File: config.mk
export PLATFORM = sky130hd
export DESIGN_NAME = xvht_ctrl
export DESIGN_NICKNAME = d
export VERILOG_FILES = /design/src/sv/xvht_pkg.sv /design/src/sv/xvht_ctrl.sv
export SDC_FILE = /design/constraint.sdc
export NUM_CORES = 1
export LEC_CHECK = 0
export BUFFER_PORTS_ARGS = -buffer_cell sky130_fd_sc_hd__clkbuf_2
export CORE_AREA = 2 2 183 185
export CTS_CLUSTER_DIAMETER = 40
export DETAILED_ROUTE_END_ITERATION = 8
export DIE_AREA = 0 0 185 187
export PLACE_DENSITY_LB_ADDON = 0.2
export SETUP_SLACK_MARGIN = 0.3
export SLEW_MARGIN = 40
export SYNTH_ARGS = -nofsm -noshare
export SYNTH_HDL_FRONTEND = slang
export SYNTH_SLANG_ARGS = --single-unit
File: constraint.sdc
create_clock -name clk -period 22.3 [get_ports clk]
set_input_delay 6.69 -clock clk [delete_from_list [all_inputs] [get_ports clk]]
set_output_delay 6.69 -clock clk [all_outputs]
set_load 0.02 [all_outputs]
File: src/sv/xvht_pkg.sv
// ----------------------------------------------------------------------------
// XOR-verified hash table store: package
// Shared constants, request and response types, and the saturation helper.
// ----------------------------------------------------------------------------
`timescale 1ns / 1ps

package xvht_pkg;

	localparam int INDEX_BITS_DEF = 16;

	localparam int SCORE_POS = 16;
	localparam int EVAL_POS  = 32;
	localparam int DEPTH_POS = 48;
	localparam int NODE_POS  = 56;

	localparam logic [8:0] DEPTH_MARGIN = 9'd4;
	localparam logic [7:0] NODE_MAX     = 8'd2;

	localparam logic       FUNC_PROBE = 1'b0;
	localparam logic       FUNC_SAVE  = 1'b1;
	localparam logic [1:0] NODE_PV    = 2'd0;

	typedef struct packed {
		logic               func;
		logic [63:0]        key;
		logic signed [17:0] score;
		logic signed [17:0] eval;
		logic [15:0]        move;
		logic [7:0]         depth;
		logic [1:0]         node;
	} req_t;

	typedef struct packed {
		logic               hit;
		logic               wrote;
		logic signed [15:0] score;
		logic signed [15:0] eval;
		logic [7:0]         depth;
		logic [1:0]         node;
		logic [15:0]        move;
	} rsp_t;

	function automatic logic [15:0] sat16(logic signed [17:0] v);
		logic [15:0] r;
		if (v[17:15] == 3'b000 || v[17:15] == 3'b111) begin
			r = v[15:0];
		end else if (v[17]) begin
			r = 16'h8000;
		end else begin
			r = 16'h7fff;
		end
		return r;
	endfunction

endpackage

File: src/sv/xvht_ctrl.sv
// ----------------------------------------------------------------------------
// XOR-verified hash table store: sequencer
// Clears the slot memory after reset, then reads a slot per request, checks
// the XOR signature, decides on replacement and writes the slot back when it replaces.
// ----------------------------------------------------------------------------
`timescale 1ns / 1ps

module xvht_ctrl #(
	parameter int INDEX_BITS = xvht_pkg::INDEX_BITS_DEF
) (
	input  logic                  clk,
	input  logic                  arst_n,
	input  logic                  s_valid,
	output logic                  s_ready,
	input  xvht_pkg::req_t        req,
	output logic                  m_valid,
	input  logic                  m_ready,
	output xvht_pkg::rsp_t        rsp,
	output logic [INDEX_BITS-1:0] mem_addr,
	output logic                  mem_we,
	output logic [127:0]          mem_wdata,
	output logic                  mem_re,
	input  logic [127:0]          mem_rdata
);

	typedef enum logic [1:0] {
		ST_CLEAR,
		ST_IDLE,
		ST_EVAL
	} state_t;

	state_t                state_q;
	logic [INDEX_BITS-1:0] clr_q;
	logic                  m_valid_q;
	xvht_pkg::rsp_t        rsp_q;
	xvht_pkg::req_t        req_q;

	logic [63:0] rd_key;
	logic [63:0] rd_data;
	logic [63:0] new_data;
	logic        hit_c;
	logic        wr_c;
	logic        out_free;
	logic        accept;

	assign accept   = s_valid && (state_q == ST_IDLE);
	assign out_free = !m_valid_q || m_ready;

	assign rd_key  = mem_rdata[127:64];
	assign rd_data = mem_rdata[63:0];

	always_comb begin
		hit_c = ((rd_key ^ rd_data) == req_q.key) &&
			(rd_data[xvht_pkg::NODE_POS +: 8] <= xvht_pkg::NODE_MAX);
		wr_c = (req_q.func == xvht_pkg::FUNC_SAVE) &&
			(req_q.node == xvht_pkg::NODE_PV || !hit_c ||
			({1'b0, req_q.depth} + xvht_pkg::DEPTH_MARGIN) >
			{1'b0, rd_data[xvht_pkg::DEPTH_POS +: 8]});
		new_data = {6'b0, req_q.node, req_q.depth,
			xvht_pkg::sat16(req_q.eval), xvht_pkg::sat16(req_q.score), req_q.move};
	end

	always_comb begin
		mem_re    = accept;
		mem_we    = 1'b0;
		mem_wdata = {req_q.key ^ new_data, new_data};
		mem_addr  = req_q.key[INDEX_BITS-1:0];
		case (state_q)
			ST_CLEAR: begin
				mem_we    = 1'b1;
				mem_wdata = '0;
				mem_addr  = clr_q;
			end
			ST_IDLE: begin
				mem_addr = req.key[INDEX_BITS-1:0];
			end
			ST_EVAL: begin
				mem_we = out_free && wr_c;
			end
			default: begin
				mem_we = 1'b0;
			end
		endcase
	end

	always_ff @(posedge clk) begin
		if (accept) begin
			req_q <= req;
		end
	end

	always_ff @(posedge clk or negedge arst_n) begin
		if (!arst_n) begin
			state_q   <= ST_CLEAR;
			clr_q     <= '0;
			m_valid_q <= 1'b0;
			rsp_q     <= '0;
		end else begin
			if (m_valid_q && m_ready && state_q != ST_EVAL) begin
				m_valid_q <= 1'b0;
			end
			case (state_q)
				ST_CLEAR: begin
					clr_q <= clr_q + 1'b1;
					if (clr_q == '1) begin
						state_q <= ST_IDLE;
					end
				end
				ST_IDLE: begin
					if (accept) begin
						state_q <= ST_EVAL;
					end
				end
				ST_EVAL: begin
					if (out_free) begin
						m_valid_q   <= 1'b1;
						rsp_q.hit   <= hit_c;
						rsp_q.wrote <= wr_c;
						rsp_q.score <= hit_c ? rd_data[xvht_pkg::SCORE_POS +: 16] : '0;
						rsp_q.eval  <= hit_c ? rd_data[xvht_pkg::EVAL_POS +: 16] : '0;
						rsp_q.depth <= hit_c ? rd_data[xvht_pkg::DEPTH_POS +: 8] : '0;
						rsp_q.node  <= hit_c ? rd_data[xvht_pkg::NODE_POS +: 2] : '0;
						rsp_q.move  <= hit_c ? rd_data[15:0] : '0;
						state_q     <= ST_IDLE;
					end
				end
				default: begin
					state_q <= ST_IDLE;
				end
			endcase
		end
	end

	assign s_ready = (state_q == ST_IDLE);
	assign m_valid = m_valid_q;
	assign rsp     = rsp_q;

endmodule

# --- Word level (Yosys, flattened, before mapping) ---
# Index checks and enable logic that the tools add are counted.
classes:
  div: 0
  shifts: 0
  magnitude_cmp: 2
  n_eq_ne: 10
  n_mul: 0
  mux: 19
  n_addsub: 2
  n_reduce_logical: 19
  bitwise_logic: 2
ops:
  columns: ["op", "count"]
  rows:
  - ["two-way mux 128 bit", 1]
  - ["two-way mux 16 bit", 7]
  - ["equality test 64 bit", 1]
  - ["XOR 64 x 58 -> 64 bit", 1]
  - ["XOR 64 bit", 1]
  - ["case mux 16 bit (2 select lines)", 1]
  - ["adder 16 x 1 -> 16 bit (second input constant)", 1]
  - ["equality test 16 bit (second input constant)", 1]
  - ["adder 8 x 3 -> 9 bit (second input constant)", 1]
  - ["> comparator 9 x 8 -> 1 bit", 1]
  - ["<= comparator 8 x 2 -> 1 bit (second input constant)", 1]
  - ["two-way mux 2 bit", 4]
  - ["two-way mux 8 bit", 1]
  - ["equality test 3 bit (second input constant)", 2]
  - ["logical AND 1 bit", 6]
  - ["logical NOT 3 bit", 2]
  - ["!= test 2 bit (second input constant)", 3]
  - ["case mux 2 bit (3 select lines)", 1]
  - ["logical OR 1 bit", 5]
  - ["logical NOT 2 bit", 2]
  - ["two-way mux 1 bit", 3]
  - ["AND reduction 3 bit", 1]
  - ["equality test 2 x 1 -> 1 bit (second input constant)", 1]
  - ["equality test 2 bit (second input constant)", 1]
  - ["4 further kinds", 5]
totals:
  memories: 0
  elab_cells: 71
  mem_bits_ro: 0
  inputBits: 259
  reg_bits: 206
  latch_bits: 0
  ram_bits: 0

# --- Longest topological paths before layout ---
depth:
  depth_word: 9
  ltp_mapped: 10
  depth_no_buf: 10

# --- Least setup slack after synthesis ---
# Ideal clock, no wire load.
synth_timing:
  path_type: "input -> output"
  from: "in s_valid"
  to: "out mem_re"
  path_buffers: 0
  arrival_time_ps: 12296
  slack_ps: 3314
  path_stages: 2
  path_cell_list: "nand2_1 -> nor2_1"
synth_via:
  elab_chain_cells: 1
synth_rtl:
  columns: ["item", "line", "text"]
  rows:
  - ["start, declared", "xvht_ctrl.sv:13", "input logic s_valid,"]
  - ["logical AND 1 bit", "xvht_ctrl.sv:46", "assign accept = s_valid && (state_q == ST_IDLE);"]
  - ["end, declared", "xvht_ctrl.sv:22", "output logic mem_re,"]
# Every way passes these cells.

# --- Final worst setup path ---
layout_timing:
  from: "in mem_rdata[33]"
  to: "out mem_we"
layout_via:
  elab_chain_cells: 9
layout_rtl:
  columns: ["item", "line", "text"]
  rows:
  - ["start, declared", "xvht_ctrl.sv:23", "input logic [127:0] mem_rdata"]
  - ["XOR 64 bit", "xvht_ctrl.sv:53", "hit_c = ((rd_key ^ rd_data) == req_q.key) &&"]
  - ["equality test 64 bit", "xvht_ctrl.sv:53", null]
  - ["logical AND 1 bit", "xvht_ctrl.sv:53", null]
  - ["logical NOT 1 bit", "xvht_ctrl.sv:56", "(req_q.node == xvht_pkg::NODE_PV || !hit_c ||"]
  - ["logical OR 1 bit (2 in series)", "xvht_ctrl.sv:56", null]
  - ["logical AND 1 bit", "xvht_ctrl.sv:55", "wr_c = (req_q.func == xvht_pkg::FUNC_SAVE) &&"]
  - ["logical AND 1 bit", "xvht_ctrl.sv:78", "mem_we = out_free && wr_c;"]
  - ["case mux 1 bit (2 select lines)", "xvht_ctrl.sv:68", "case (state_q)"]
  - ["end, declared", "xvht_ctrl.sv:20", "output logic mem_we,"]
# Every way passes these cells.

==> reports/summary.txt <==
Worst Max-Slew Pin Slew - 0.7160 ns
Core Util, Final - 0.4403
Congestion Overflow GR - 0
Maximum Capacitance Violations - 0
Initial Util - 0.3127
Reg-to-reg slack, setup - 19.29 ns
Post-route cell area - 14470 µm²
Clock skew - 0.02041 ns
Port Buffer Count - 460
Vias in the first global route - 8941
Critical path class - input pin to output port
Fraction of layout cells with a size suffix above 1 - 0.3859
Clock Pin Slew Worst Setup and Hold Paths - 0.04 ns
Seq cells post-synth - 206
Gpl congestion - 0.8569
Drt first pass iters - 7
Critical Path End Type - output port
I/O pin total - 467
CTS root buf - clkbuf_16
CP arrival - 9.38 ns
Crit-path max FO - 39
Clk_lat worst skew - 0.52 ns
Cell Area, Synth - 10270 µm²
Hold Path Class - register to register
# fillers - 3280
Setup Buffers After CTS - 0
First-pass GRT wire length - 57.30 mm
CP required - 15.61 ns
Status - completed
Final net count - 1685
Cells after synthesis - 949
Deepest clock path buffer count - 3
Period minus WS final - 16.07 ns
TritonCTS clock tree - done
Ys Warns - 0
Htree depth - 2
CTS-repair resized insts - 0
Largest net degree at the start of global routing - 91
Die area - 34600 µm²
Hold_buf cts - 0
Cell area after placement - 13070 µm²
DR iter-0 viols - 660
# rows - 67
Pleak - 6.429 nW
Antenna violations before repair - 3
Die Wd - 185 µm
Via count - 8959
Average vias per placed instance - 4.730
RSZ-0062 raised after global routing - no
Overall routing resource usage - 0.2279
Final Hold Vio Count - 0
Syn-to-layout area delta - 40.83%
WL final - 40.48 mm
Seq/Total Area, Yosys - 0.5636
Ant diodes - 0
Slew Limit Fails - 0
Cell Pwr Density - 126.7 nW/µm²
Post-DRT Antenna Nets - 0
Tcrit/Tclk final - 0.7206
EDFF count, synth - 127
Post-Syn Area per Cell - 10.83 µm²
Remaining DRCs - 0
FF+latch area - 5791 µm²
Synth cell types - 40
Clk sinks - 206
Rel. slew slack - 0.5227
Synth async-reset ratio - 0.3835
Hold slack - 0.4787 ns
Num CTS Buffers - 40
Main flop type after synthesis - edfxtp_1
Core region area - 32860 µm²
DP HPWL - 31.65 mm
Post-Route Setup TNS - 0 ns
Setup violation total in the final timing report - 0
Peak supply drop - 90.36 µV
Highest Clock Rate - 62.23 MHz
Crit start category - input pin
Die Ht - 187 µm
Area taken by multi-input logic gates - 4239 µm²
Avg WL per Cell - 21.37 µm
flip-flops by register name, indices dropped and copies added, names as in the netlist:
name,flops
req_q,101
clr_q,16
new_data,26
rsp,60
m_valid,1
state_q,2
cell families (layout without fill, tap and decap cells):
| family | count (synthesis) | in the layout | synth area share |
|---|---|---|---|
| simple gates | 326 | 326 | 0.1387 |
| flops | 206 | 206 | 0.5636 |
| xor+xnor | 165 | 165 | 0.1406 |
| compound gates | 161 | 161 | 0.09754 |
| buf+inv | 63 | 555 | 0.03032 |
| mux | 17 | 17 | 0.01668 |
| fa+ha+maj | 10 | 10 | 0.01218 |
| other cells | 1 | 6 | 0.0003650 |
report_power, final:
part | switching, mW | internal [mW]
Clock | 0.214 | 0.405
Combinational | 0.465 | 0.222
Sequential | 0.0534 | 0.474
Total | 0.732 | 1.10
cell type report:
type | instances | share of cell area
clock buffer | 46 | 0.07583
clock inverter | 26 | 0.01980
inverter | 12 | 0.003113
multi-input combinational | 685 | 0.2930
sequential | 206 | 0.4002
tap | 448 | 0.03874
timing repair buffer | 471 | 0.1694
metrics by stage:
step / worst slack (ns) / total power, mW / instances
3_3_place_gp: 5.980 / 1.216 / 1818
4_1_cts: 6.188 / 1.856 / 1893
6_report: 6.230 / 1.833 / 1894
3_5_place_dp: 6.192 / 1.231 / 1821
5_1_grt: 6.105 / 1.922 / 1894
2_1_floorplan: 3.314 / 0.9518 / 954
cells in the mapped netlist (2+ instances only):
| cell | number | area (µm²) |
|---|---|---|
| a211oi_1 | 2 | 15.01 |
| a21o_1 | 2 | 15.01 |
| a21oi_1 | 36 | 180.2 |
| a22o_1 | 10 | 87.58 |
| and3_1 | 3 | 18.77 |
| and4_1 | 2 | 17.52 |
| buf_1 | 4 | 15.01 |
| buf_4 | 6 | 45.04 |
| buf_6 | 7 | 78.83 |
| clkbuf_1 | 34 | 127.6 |
| dfrtp_1 | 79 | 1977 |
| edfxtp_1 | 127 | 3814 |
| ha_1 | 10 | 125.1 |
| inv_1 | 12 | 45.04 |
| mux2i_1 | 16 | 160.2 |
| nand2_1 | 147 | 551.8 |
| nand2b_1 | 3 | 18.77 |
| nand3_1 | 7 | 35.03 |
| nand4_1 | 8 | 50.05 |
| nor2_1 | 103 | 386.6 |
| nor2b_1 | 34 | 212.7 |
| nor4_1 | 14 | 87.58 |
| o21ai_0 | 17 | 85.08 |
| o21ai_1 | 52 | 260.3 |
| o22ai_1 | 12 | 75.07 |
| o2bb2ai_1 | 19 | 166.4 |
| o31ai_2 | 7 | 87.58 |
| xnor2_1 | 122 | 1069 |
| xor2_1 | 43 | 376.6 |
critical path, stage by stage:
cell	delay, ns
clkbuf_2	0.10
xnor2_1	0.48
o2bb2ai_1	0.16
nor4_1	0.36
nand4_1	0.17
or4_4	0.74
buf_12	0.26
o21a_1	0.22
clkbuf_2	0.15
layout by cell type, fill, tap and decap left out, drive strengths merged, types with 4 or more instances in the layout:
master / netlist / final
dfrtp: 79 / 79
nor2: 103 / 103
o22ai: 12 / 12
o31ai: 7 / 7
mux2i: 16 / 16
a22o: 10 / 10
nor2b: 34 / 34
buf: 17 / 12
clkinv: 0 / 9
a21oi: 36 / 36
nand3: 7 / 7
bufinv: 0 / 4
xor2: 43 / 43
nand4: 8 / 8
o21ai: 69 / 69
xnor2: 122 / 122
inv: 12 / 23
ha: 10 / 10
conb: 1 / 6
nor4: 15 / 15
o2bb2ai: 19 / 19
clkbuf: 34 / 505
nand2: 147 / 147
edfxtp: 127 / 127
final timing paths:
check                           cells past startpoint  endpoint     startpoint
worst max-delay path                                9    mem_we  mem_rdata[33]
worst min-delay path                                2    rsp[8]         rsp[8]
worst min register to register                      2    rsp[8]         rsp[8]
worst max register to register                      7   rsp[58]     req_q[100]
min in group asynchronous                           1    rsp[1]         arst_n
max in group asynchronous                           2   rsp[12]         arst_n
metal layers:
| metal | up-vias | GRT usage | routed length (µm) |
|---|---|---|---|
| met4 | 6 | 0.05922 | 968 |
| met1 | 4283 | 0.2936 | 16910 |
| li1 | 4206 | - | - |
| met3 | 73 | 0.05413 | 3123 |
| met2 | 391 | 0.3833 | 19440 |
| met5 | - | 0 | 36 |
No activity file was read; power rests on OpenSTA's default activity.
